==> src/rtl/cpf_ram.sv <==
// ---------------------------------------------------------------------------
// Generic RAM
// One write port and one read port, read data registered.
// ---------------------------------------------------------------------------
`default_nettype none

module cpf_ram #(
  parameter int unsigned WIDTH = 8,
  parameter int unsigned DEPTH = 16
) (
  input  logic                     clk_i,
  input  logic                     we_i,
  input  logic [$clog2(DEPTH)-1:0] waddr_i,
  input  logic [WIDTH-1:0]         wdata_i,
  input  logic                     re_i,
  input  logic [$clog2(DEPTH)-1:0] raddr_i,
  output logic [WIDTH-1:0]         rdata_o
);

  logic [WIDTH-1:0] mem_q [DEPTH];
  logic [WIDTH-1:0] rdata_q;

  always_ff @(posedge clk_i) begin
    if (we_i) begin
      mem_q[waddr_i] <= wdata_i;
    end
    if (re_i) begin
      rdata_q <= mem_q[raddr_i];
    end
  end

  assign rdata_o = rdata_q;

endmodule

`default_nettype wire

==> config.mk <==
export PLATFORM = sky130hd
export DESIGN_NAME = cpf_ram
export DESIGN_NICKNAME = d
export VERILOG_FILES = /design/src/rtl/cpf_ram.sv
export SDC_FILE = /design/constraint.sdc
export NUM_CORES = 1
export LEC_CHECK = 0
export ABC_AREA = 1
export BUFFER_PORTS_ARGS = -buffer_cell sky130_fd_sc_hd__buf_2
export CORE_UTILIZATION = 45
export CTS_CLUSTER_DIAMETER = 100
export DETAILED_ROUTE_END_ITERATION = 8
export PLACE_DENSITY = 0.58
export SETUP_SLACK_MARGIN = 0.05
export SLEW_MARGIN = 25
export SYNTH_ARGS = -nofsm -noshare
export SYNTH_HDL_FRONTEND = slang
export SYNTH_SLANG_ARGS = --single-unit
==> constraint.sdc <==
create_clock -name clk_i -period 2.1 [get_ports clk_i]
set_input_delay 0.315 -clock clk_i [delete_from_list [all_inputs] [get_ports clk_i]]
set_output_delay 0.315 -clock clk_i [all_outputs]
set_load 0.02 [all_outputs]
==> impl_metrics.yaml <==
grt:
  grt_antenna_before_repair: 0
  grt_first_pass_wirelength_um: 20700
  grt_max_degree: 65
  track_usage: 0.221
  grt_pass1_vias: 3667
  grt_remaining_overflow: 0
place:
  dpl.hpwl_um: 8170
  place_inst: 740
  port_buffers: 26
  gp_congestion: 0.909
worst_setup_path:
  crit_chain: "buf_2"
  cpPeakStageDelay_ns: 0.44
  crit_fanout: 1
  crit_path_start_kind: "flip-flop"
  crit_family: "flip-flops"
  cp-end-kind: "output port"
  cp.required_ns: 1.78
  cp_data_arrival_time_ns: 1.05
  cp_num_buf_inv: 1
  cp_slowest_cell: "edfxtp_1"
  crit_type: "reg -> out"
timing:
  min_period_ns: 1.36
  fmax_mhz: 735
  setup_viol: 0
  tns_ns: 0
  rsz0062_at_grt: "false"
  tightest_slew_ns: 0.729
  clock_skew_ns: 0.00482
  finalMaxSlewViolations: 0
  fin_crit_sh: 0.648
  hold_violations: 0
  relSlewSlack: 0.512
route:
  wl_per_cell_um: 17.1
  initialDrtViolationCount: 277
  post-route-drc-count: 0
  drt-total-wl_um: 13200
  drtPass1Iterations: 4
  vias: 3745
  avgViaCountPerCell: 4.85
  antenna_left: 0
cells_and_area:
  drive_gt1_frac: 0.118
  n_antenna_cell: 0
  final_cells: 772
  final_cell_mix: "nand2_1, edfxtp_1, inv_1"
  layout.nets: 606
  final_common_cell: "nand2_1"
  fillers: 1149
  syn_to_final_growth_pct: 13.9
min_path:
  hold_class: "in -> reg"
cts:
  cts_max_level: 4
  tritoncts: "built"
  cts_hold_buffers: 0
  clk_pin_slew_worst_paths_ns: 0.06
  clk_latency_ns: 0.42
  clock_path_buffers: 2
  cts_buffers: 17
  root_buffer: "clkbuf_16"
  cts_setup_buffers: 0
  cts.sinks: 136
  post_cts_resize_count: 0
power_and_ir_drop:
  ir_drop_v: 0.000599
  leakage_nw: 2.88
  finalPower_mw: 5.98
  powerDensity_nw_per_um2: 897
floorplan:
  start_util: 0.463
  chipWidth_um: 116
  die_y_um: 116
  placeableCoreArea_um2: 12600
  ios: 27
  rows: 41
  dieArea_um2: 13500
yosys:
  yosys_warnings: 0
  syn_nets: 570
  yosysSeqAreaShare: 0.698
  netlist.area_leader.share: 0.698
  synth_top_area_cell: "edfxtp_1"
  synth.area.top_cells: "edfxtp_1, nand2_1, nand3_1"
  yosysUniqueCellTypes: 11
  synthCells: 551
  syn-cell-area_um2: 5850
  synth.avg_cell_area_um2: 10.6
  synth_seq_cells: 136
run:
  cap_viol_max_count: 0
status:
  status: "finished clean"
-- registers in the layout, indices dropped and copies added (netlist names) --
signal   count
rdata_o      8
mem_q      128
-- synth_stat cells, drive strengths merged --
library cell	number
nand2	173
edfxtp	136
nand3b	2
nand3	97
inv	102
nor2	17
buf	24
-- per-stage QoR --
step                       util  setup WS [ns]  hold slack [ns]  area, um2
final                     0.528          0.739            0.266       6660
after detailed placement  0.488          0.436            0.691       6160
after global placement    0.488          0.487            0.682       6160
after floorplan               -          0.834            0.414       5850
after global routing      0.528          0.716            0.256       6660
after CTS                 0.528          0.725            0.249       6660
-- where the power goes --
group	switching, mW	internal [mW]	total, mW
clock network	1.06	1.46	2.52
registers	0.0175	3.06	3.08
logic	0.273	0.105	0.377
total	1.35	4.63	5.98
-- final timing paths --
kind         slack [ns]  cells after the start    startpoint    endpoint
min reg2reg        0.75                      6  mem_q[10][3]  rdata_o[3]
min                0.27                      1          re_i  rdata_o[1]
max reg2reg        0.92                      6   mem_q[6][3]  rdata_o[3]
max                0.74                      1    rdata_o[6]  rdata_o[6]
-- layer usage --
layer / global-route usage / routed length (um) / up-vias
li1: - / - / 1854
met1: 0.304 / 6160 / 1764
met2: 0.337 / 6140 / 105
met3: 0.0460 / 631 / 22
met4: 0.105 / 293 / 0
met5: 0 / 0 / -
-- area by class of cell --
| type | count | area, um2 | area share |
|---|---|---|---|
| Multi-Input combinational cell | 289 | 1210 | 0.182 |
| Timing Repair Buffer | 41 | 268 | 0.0402 |
| Clock inverter | 14 | 66.3 | 0.00996 |
| Inverter | 102 | 383 | 0.0575 |
| Tap cell | 172 | 215 | 0.0323 |
| Clock buffer | 18 | 429 | 0.0644 |
| Sequential cell | 136 | 4080 | 0.613 |
-- kinds of logic after synthesis --
kind of cell / count (synthesis) / synth area share
flops: 136 / 0.698
buf+inv: 126 / 0.0939
simple gates: 289 / 0.208
(Power assumes the default switching activity.)
