[src/rtl/cpf_pkg.sv]
// ---------------------------------------------------------------------------
// Contact pair finder package
// Field widths, word types, stored entry type and controller states.
// ---------------------------------------------------------------------------
`default_nettype none

package cpf_pkg;

  localparam int unsigned PARTICLES_DEF = 64;

  localparam int unsigned COORD_W   = 24;
  localparam int unsigned ID_W      = 16;
  localparam int unsigned THR_W     = 52;
  localparam int unsigned DIFF_W    = 25;
  localparam int unsigned MAG_W     = 24;
  localparam int unsigned SQ_W      = 48;
  localparam int unsigned SUM_W     = 50;
  localparam int unsigned OUT_IDX_W = 6;
  localparam int unsigned CNT_OUT_W = 11;

  localparam logic [OUT_IDX_W-1:0] MAX_PAIRS_OUT = 6'd63;
  localparam logic [CNT_OUT_W-1:0] COUNT_MAX     = 11'd2047;

  typedef struct packed {
    logic signed [COORD_W-1:0] pos_x;
    logic signed [COORD_W-1:0] pos_y;
    logic signed [COORD_W-1:0] pos_z;
    logic        [ID_W-1:0]    molecule_id;
    logic                      last_particle;
  } cpf_in_t;

  typedef struct packed {
    logic [OUT_IDX_W-1:0] earlier_index;
    logic [OUT_IDX_W-1:0] later_index;
    logic                 is_pair;
    logic [CNT_OUT_W-1:0] pair_count;
    logic                 set_done;
    logic                 overflow;
    logic                 last_of_run;
  } cpf_out_t;

  typedef struct packed {
    logic signed [COORD_W-1:0] x;
    logic signed [COORD_W-1:0] y;
    logic signed [COORD_W-1:0] z;
    logic        [ID_W-1:0]    id;
  } cpf_entry_t;

  typedef enum logic [1:0] {
    ST_IDLE,
    ST_SCAN,
    ST_DRAIN,
    ST_STATUS
  } cpf_state_e;

endpackage

`default_nettype wire

[src/rtl/cpf_dist.sv]
// ---------------------------------------------------------------------------
// Contact distance pipeline
// Three stages: absolute differences, squares, sum and threshold compare.
// ---------------------------------------------------------------------------
`default_nettype none

module cpf_dist #(
  parameter int unsigned IDX_W = 6
) (
  input  logic                        clk_i,
  input  logic                        rst_ni,
  input  logic                        vld_i,
  input  logic [IDX_W-1:0]            idx_i,
  input  cpf_pkg::cpf_entry_t         entry_i,
  input  cpf_pkg::cpf_entry_t         probe_i,
  input  logic [cpf_pkg::THR_W-1:0]   thr_i,
  output logic                        hit_vld_o,
  output logic [IDX_W-1:0]            hit_idx_o,
  output logic                        active_o
);

  logic [cpf_pkg::DIFF_W-1:0] dx, dy, dz;
  logic [cpf_pkg::MAG_W-1:0]  mx, my, mz;
  logic [cpf_pkg::SUM_W-1:0]  sum;

  logic                        s1_vld_q, s2_vld_q, s3_vld_q;
  logic [IDX_W-1:0]            s1_idx_q, s2_idx_q, s3_idx_q;
  logic                        s1_ne_q, s2_ne_q, s3_hit_q;
  logic [cpf_pkg::MAG_W-1:0]   s1_mx_q, s1_my_q, s1_mz_q;
  logic [cpf_pkg::SQ_W-1:0]    s2_sx_q, s2_sy_q, s2_sz_q;

  always_comb begin
    dx = {entry_i.x[cpf_pkg::COORD_W-1], entry_i.x} - {probe_i.x[cpf_pkg::COORD_W-1], probe_i.x};
    dy = {entry_i.y[cpf_pkg::COORD_W-1], entry_i.y} - {probe_i.y[cpf_pkg::COORD_W-1], probe_i.y};
    dz = {entry_i.z[cpf_pkg::COORD_W-1], entry_i.z} - {probe_i.z[cpf_pkg::COORD_W-1], probe_i.z};
    mx = dx[cpf_pkg::DIFF_W-1] ? cpf_pkg::MAG_W'(~dx + 1'b1) : cpf_pkg::MAG_W'(dx);
    my = dy[cpf_pkg::DIFF_W-1] ? cpf_pkg::MAG_W'(~dy + 1'b1) : cpf_pkg::MAG_W'(dy);
    mz = dz[cpf_pkg::DIFF_W-1] ? cpf_pkg::MAG_W'(~dz + 1'b1) : cpf_pkg::MAG_W'(dz);
    sum = cpf_pkg::SUM_W'(s2_sx_q) + cpf_pkg::SUM_W'(s2_sy_q) + cpf_pkg::SUM_W'(s2_sz_q);
  end

  always_ff @(posedge clk_i or negedge rst_ni) begin
    if (!rst_ni) begin
      s1_vld_q <= 1'b0;
      s2_vld_q <= 1'b0;
      s3_vld_q <= 1'b0;
    end else begin
      s1_vld_q <= vld_i;
      s2_vld_q <= s1_vld_q;
      s3_vld_q <= s2_vld_q;
    end
  end

  always_ff @(posedge clk_i) begin
    s1_idx_q <= idx_i;
    s1_ne_q  <= entry_i.id != probe_i.id;
    s1_mx_q  <= mx;
    s1_my_q  <= my;
    s1_mz_q  <= mz;
    s2_idx_q <= s1_idx_q;
    s2_ne_q  <= s1_ne_q;
    s2_sx_q  <= cpf_pkg::SQ_W'(s1_mx_q) * cpf_pkg::SQ_W'(s1_mx_q);
    s2_sy_q  <= cpf_pkg::SQ_W'(s1_my_q) * cpf_pkg::SQ_W'(s1_my_q);
    s2_sz_q  <= cpf_pkg::SQ_W'(s1_mz_q) * cpf_pkg::SQ_W'(s1_mz_q);
    s3_idx_q <= s2_idx_q;
    s3_hit_q <= s2_ne_q && (cpf_pkg::THR_W'(sum) < thr_i);
  end

  assign hit_vld_o = s3_vld_q && s3_hit_q;
  assign hit_idx_o = s3_idx_q;
  assign active_o  = s1_vld_q || s2_vld_q || s3_vld_q;

endmodule

`default_nettype wire

[config.mk]
export PLATFORM = sky130hd
export DESIGN_NAME = cpf_dist
export DESIGN_NICKNAME = d
export VERILOG_FILES = /design/src/rtl/cpf_pkg.sv /design/src/rtl/cpf_dist.sv
export SDC_FILE = /design/constraint.sdc
export NUM_CORES = 2
export LEC_CHECK = 0
export ABC_AREA = 1
export BUFFER_PORTS_ARGS = -buffer_cell sky130_fd_sc_hd__clkbuf_2
export CAP_MARGIN = 20
export CORE_ASPECT_RATIO = 1.25
export CORE_UTILIZATION = 60
export DETAILED_ROUTE_END_ITERATION = 12
export PLACE_DENSITY = 0.81
export REMOVE_ABC_BUFFERS = 1
export SKIP_LAST_GASP = 1
export SLEW_MARGIN = 20
export SYNTH_ARGS = -nofsm -noshare
export SYNTH_HDL_FRONTEND = slang
export SYNTH_SLANG_ARGS = --single-unit
[constraint.sdc]
create_clock -name clk_i -period 5.8 [get_ports clk_i]
set_input_delay 0.29 -clock clk_i [delete_from_list [all_inputs] [get_ports clk_i]]
set_output_delay 0.29 -clock clk_i [all_outputs]
set_load 0.03 [all_outputs]
==> metrics.cfg <==
[timing]
rsz0062_at_grt = true
hold-worst-slack_ns = 0.0327
maxSlewViolCount = 0
relSlewSlack_pct = 36.8
finalHoldViolCount = 0
max_clock_freq_mhz = 148
setup_viol = 99
tightest_slew_ns = 0.938
setup_slack_ns = -0.976
min_period_ns = 6.78
post-route-period-util_pct = 117
skew_ns = 0.0548

[synthesis]
yosys_warnings = 0
synth_cells = 8486
synth.distinct_cells = 60
syn-cell-area_um2 = 66800
synth_common_cells = 2648 x inv_1, 1686 x nand2_1, 1317 x fa_1, 696 x ha_1, 408 x nor2_1
synth_edf_count = 0
ys_seq_elements = 237
synth_area_per_cell_um2 = 7.87
ys.flop_type = dfxtp_1
yosysTopAreaCell = fa_1
postSynth.asyncResetShare_pct = 1.27
synth_top_area_share_pct = 39.5
yosysMostFrequentCell = inv_1
ys_seq_area_share_pct = 7.13
ys_top_cells_by_area = fa_1 39%, inv_1 15%, ha_1 13%, nand2_1 9.5%, dfxtp_1 7.0%

[status]
violations = setup timing
status = finished, violations left

[global_route]
grt_pass1_vias = 65400
antenna_found_initial = 13
grt_start_max_net_pins = 28
grt_pass1_wl_um = 322000
grt_usage_pct = 36.2
gr-total-overflow = 0

[clocking]
clk_latency_ns = 0.66
cts_sinks = 237
cts_tree = built
root_buffer = clkbuf_16
path_clk_slew_ns = 0.06
cts.path.max_buffers = 3
numCtsBuffers = 31
cts_max_level = 1

[die]
rows = 136
die_w_um = 300
die-area_um2 = 113000
die-height_um = 375
fp.coreArea_um2 = 110000
ioPinCount = 245
initial_core_util_pct = 60.7

[critical_path]
endpoint = s2_sz_q[46]$_DFF_P_
ff2ff_path_depth = 24
cp-end-kind = register
critPathRequiredTime_ns = 6.32
r2r-end = s2_sz_q[46]$_DFF_P_
r2r_start = s1_mz_q[4]$_DFF_P_
crit_arrival_ns = 7.29
worst_setup_path_start_kind = register
crit_fanout = 5
rrSetupSlack_ns = -0.98
critical_path_class = reg -> reg
critPathLaunch = s1_mz_q[4]$_DFF_P_

[run]
drv_cap = 0

[layout]
drive_gt1_share_pct = 22.7
final_util_pct = 75.9
final_nets = 12000
nFillCells = 7212
synthToLayoutAreaGrowth_pct = 25.1

[place]
place_congestion = 1.02
port_buffers = 244
hpwl_um = 164000

[drt]
drc_errors = 0
ant_nets = 0
vias_per_cell = 5.47
num_vias = 61400
wire_per_inst_um = 19.4
dr.pass1.iters = 8
drtIter0Drc = 4760
wl_um = 218000

[min_path]
min_path_type = in -> reg

worst min-delay path by stage:
stage	start	cells after the start	slack (ns)	endpoint
global route	probe_i[40]	3	0.07	s1_my_q[0]$_DFF_P_
global placement	rst_ni	1	0.08	s3_vld_q$_DFF_PN0_
floorplan	rst_ni	0	-0.006	s1_vld_q$_DFF_PN0_
finish	entry_i[64]	4	0.03	s1_mx_q[0]$_DFF_P_
detailed placement	rst_ni	1	0.09	s2_vld_q$_DFF_PN0_
CTS	entry_i[64]	4	0.02	s1_mx_q[0]$_DFF_P_
per-stage QoR:
stage / instance area (um2) / std cells / TNS [ns] / setup WS (ns)
after floorplan: 66200 / 8331 / -18.74 / -0.529
after global placement: 76900 / 11000 / -47.45 / -0.852
after detailed placement: 76900 / 11000 / -55.75 / -0.930
after CTS: 81300 / 11200 / -19.58 / -0.362
after global routing: 83500 / 11200 / -66.46 / -1.08
final: 83500 / 11200 / -50.09 / -0.976
layout make-up:
class	instances	area [um2]	share of cell area [%]
multi-input cells	5443	54500	65.2
repair buffers	1398	11200	13.5
inverters	2651	9960	11.9
flip-flops and latches	237	4950	5.93
well taps	1449	1810	2.17
clock buffers	35	811	0.971
clock inverters	22	248	0.297
diodes	3	7.51	0.00899
state kept, by name, summed over array words and instances, names as in the netlist:
register	cells
s2_sy_q	47
s1_idx_q	6
s2_vld_q	1
s1_vld_q	1
s1_ne_q	1
s2_sx_q	47
s2_ne_q	1
s1_mx_q	24
hit_idx_o	6
s2_sz_q	47
s3_hit_q	1
s2_idx_q	6
s1_my_q	24
s1_mz_q	24
s3_vld_q	1
layout by cell type (no fill, tap or decap), types with 34 or more instances in the layout:
cell type,synthesis,final
a21oi_2,4,51
fa_2,0,68
nand2_2,21,136
a21oi_1,335,263
buf_4,1,963
nand2_4,2,49
nand4_1,67,67
nand2_1,1686,1521
o21ai_0,159,120
nor3_1,41,34
fa_1,1317,1249
xnor2_1,111,99
nor2_2,8,39
inv_2,1,137
xor2_1,161,157
inv_1,2648,2511
dfxtp_1,234,169
buf_12,0,57
clkbuf_2,0,244
nor2_1,408,352
nand3_1,179,161
clkbuf_16,0,34
ha_1,696,632
buf_6,5,99
dfxtp_4,0,45
ha_4,0,59
layer usage:
layer | track usage, % | wire, um
met3 | 4.72 | 17500
met4 | 22.0 | 19100
met1 | 40.3 | 73100
met5 | 0 | 44
met2 | 65.4 | 108000
worst max-delay path, cell delays in order (launching register included):
cell and delay, ns:
dfxtp_4 0.37, buf_8 0.15, buf_8 0.17, nand2_1 0.09
inv_1 0.08, fa_1 0.51, buf_4 0.20, fa_1 0.46
fa_1 0.73, fa_1 0.47, fa_1 0.54, fa_1 0.44
fa_1 0.47, ha_1 0.39, buf_4 0.16, nand2_1 0.08
nor2_2 0.16, buf_4 0.15, inv_1 0.09, nor2_1 0.18
nor2_1 0.09, o21ai_1 0.23, nand2_1 0.11, nand3_1 0.11
xor2_1 0.22
kinds of logic after synthesis:
kind of cell	count (synthesis)	share of synthesized area [%]
adders and majority gates	2013	52.5
DFF	237	7.13
and+or+nand+nor	2476	15.0
other	2	0.0112
xor gates and xnor gates	280	3.80
buffers and inverters	2807	15.9
AOI/OAI and AO/OA	671	5.65
repair_timing:
| action | 4_1_cts | 5_1_grt |
|---|---|---|
| cloned | 4 | 5 |
| hold endpoints to repair | 12 | 0 |
| gates resized for setup | 651 | 447 |
| pin swaps | 215 | 220 |
| buffers inserted | 98 | 78 |
| setup endpoints to repair | 105 | 108 |
| hold buffers | 14 | 0 |
Power is left out: the tool's default activity adds up to more than one toggle a clock period on the data nets, which glitch-free logic cannot reach.
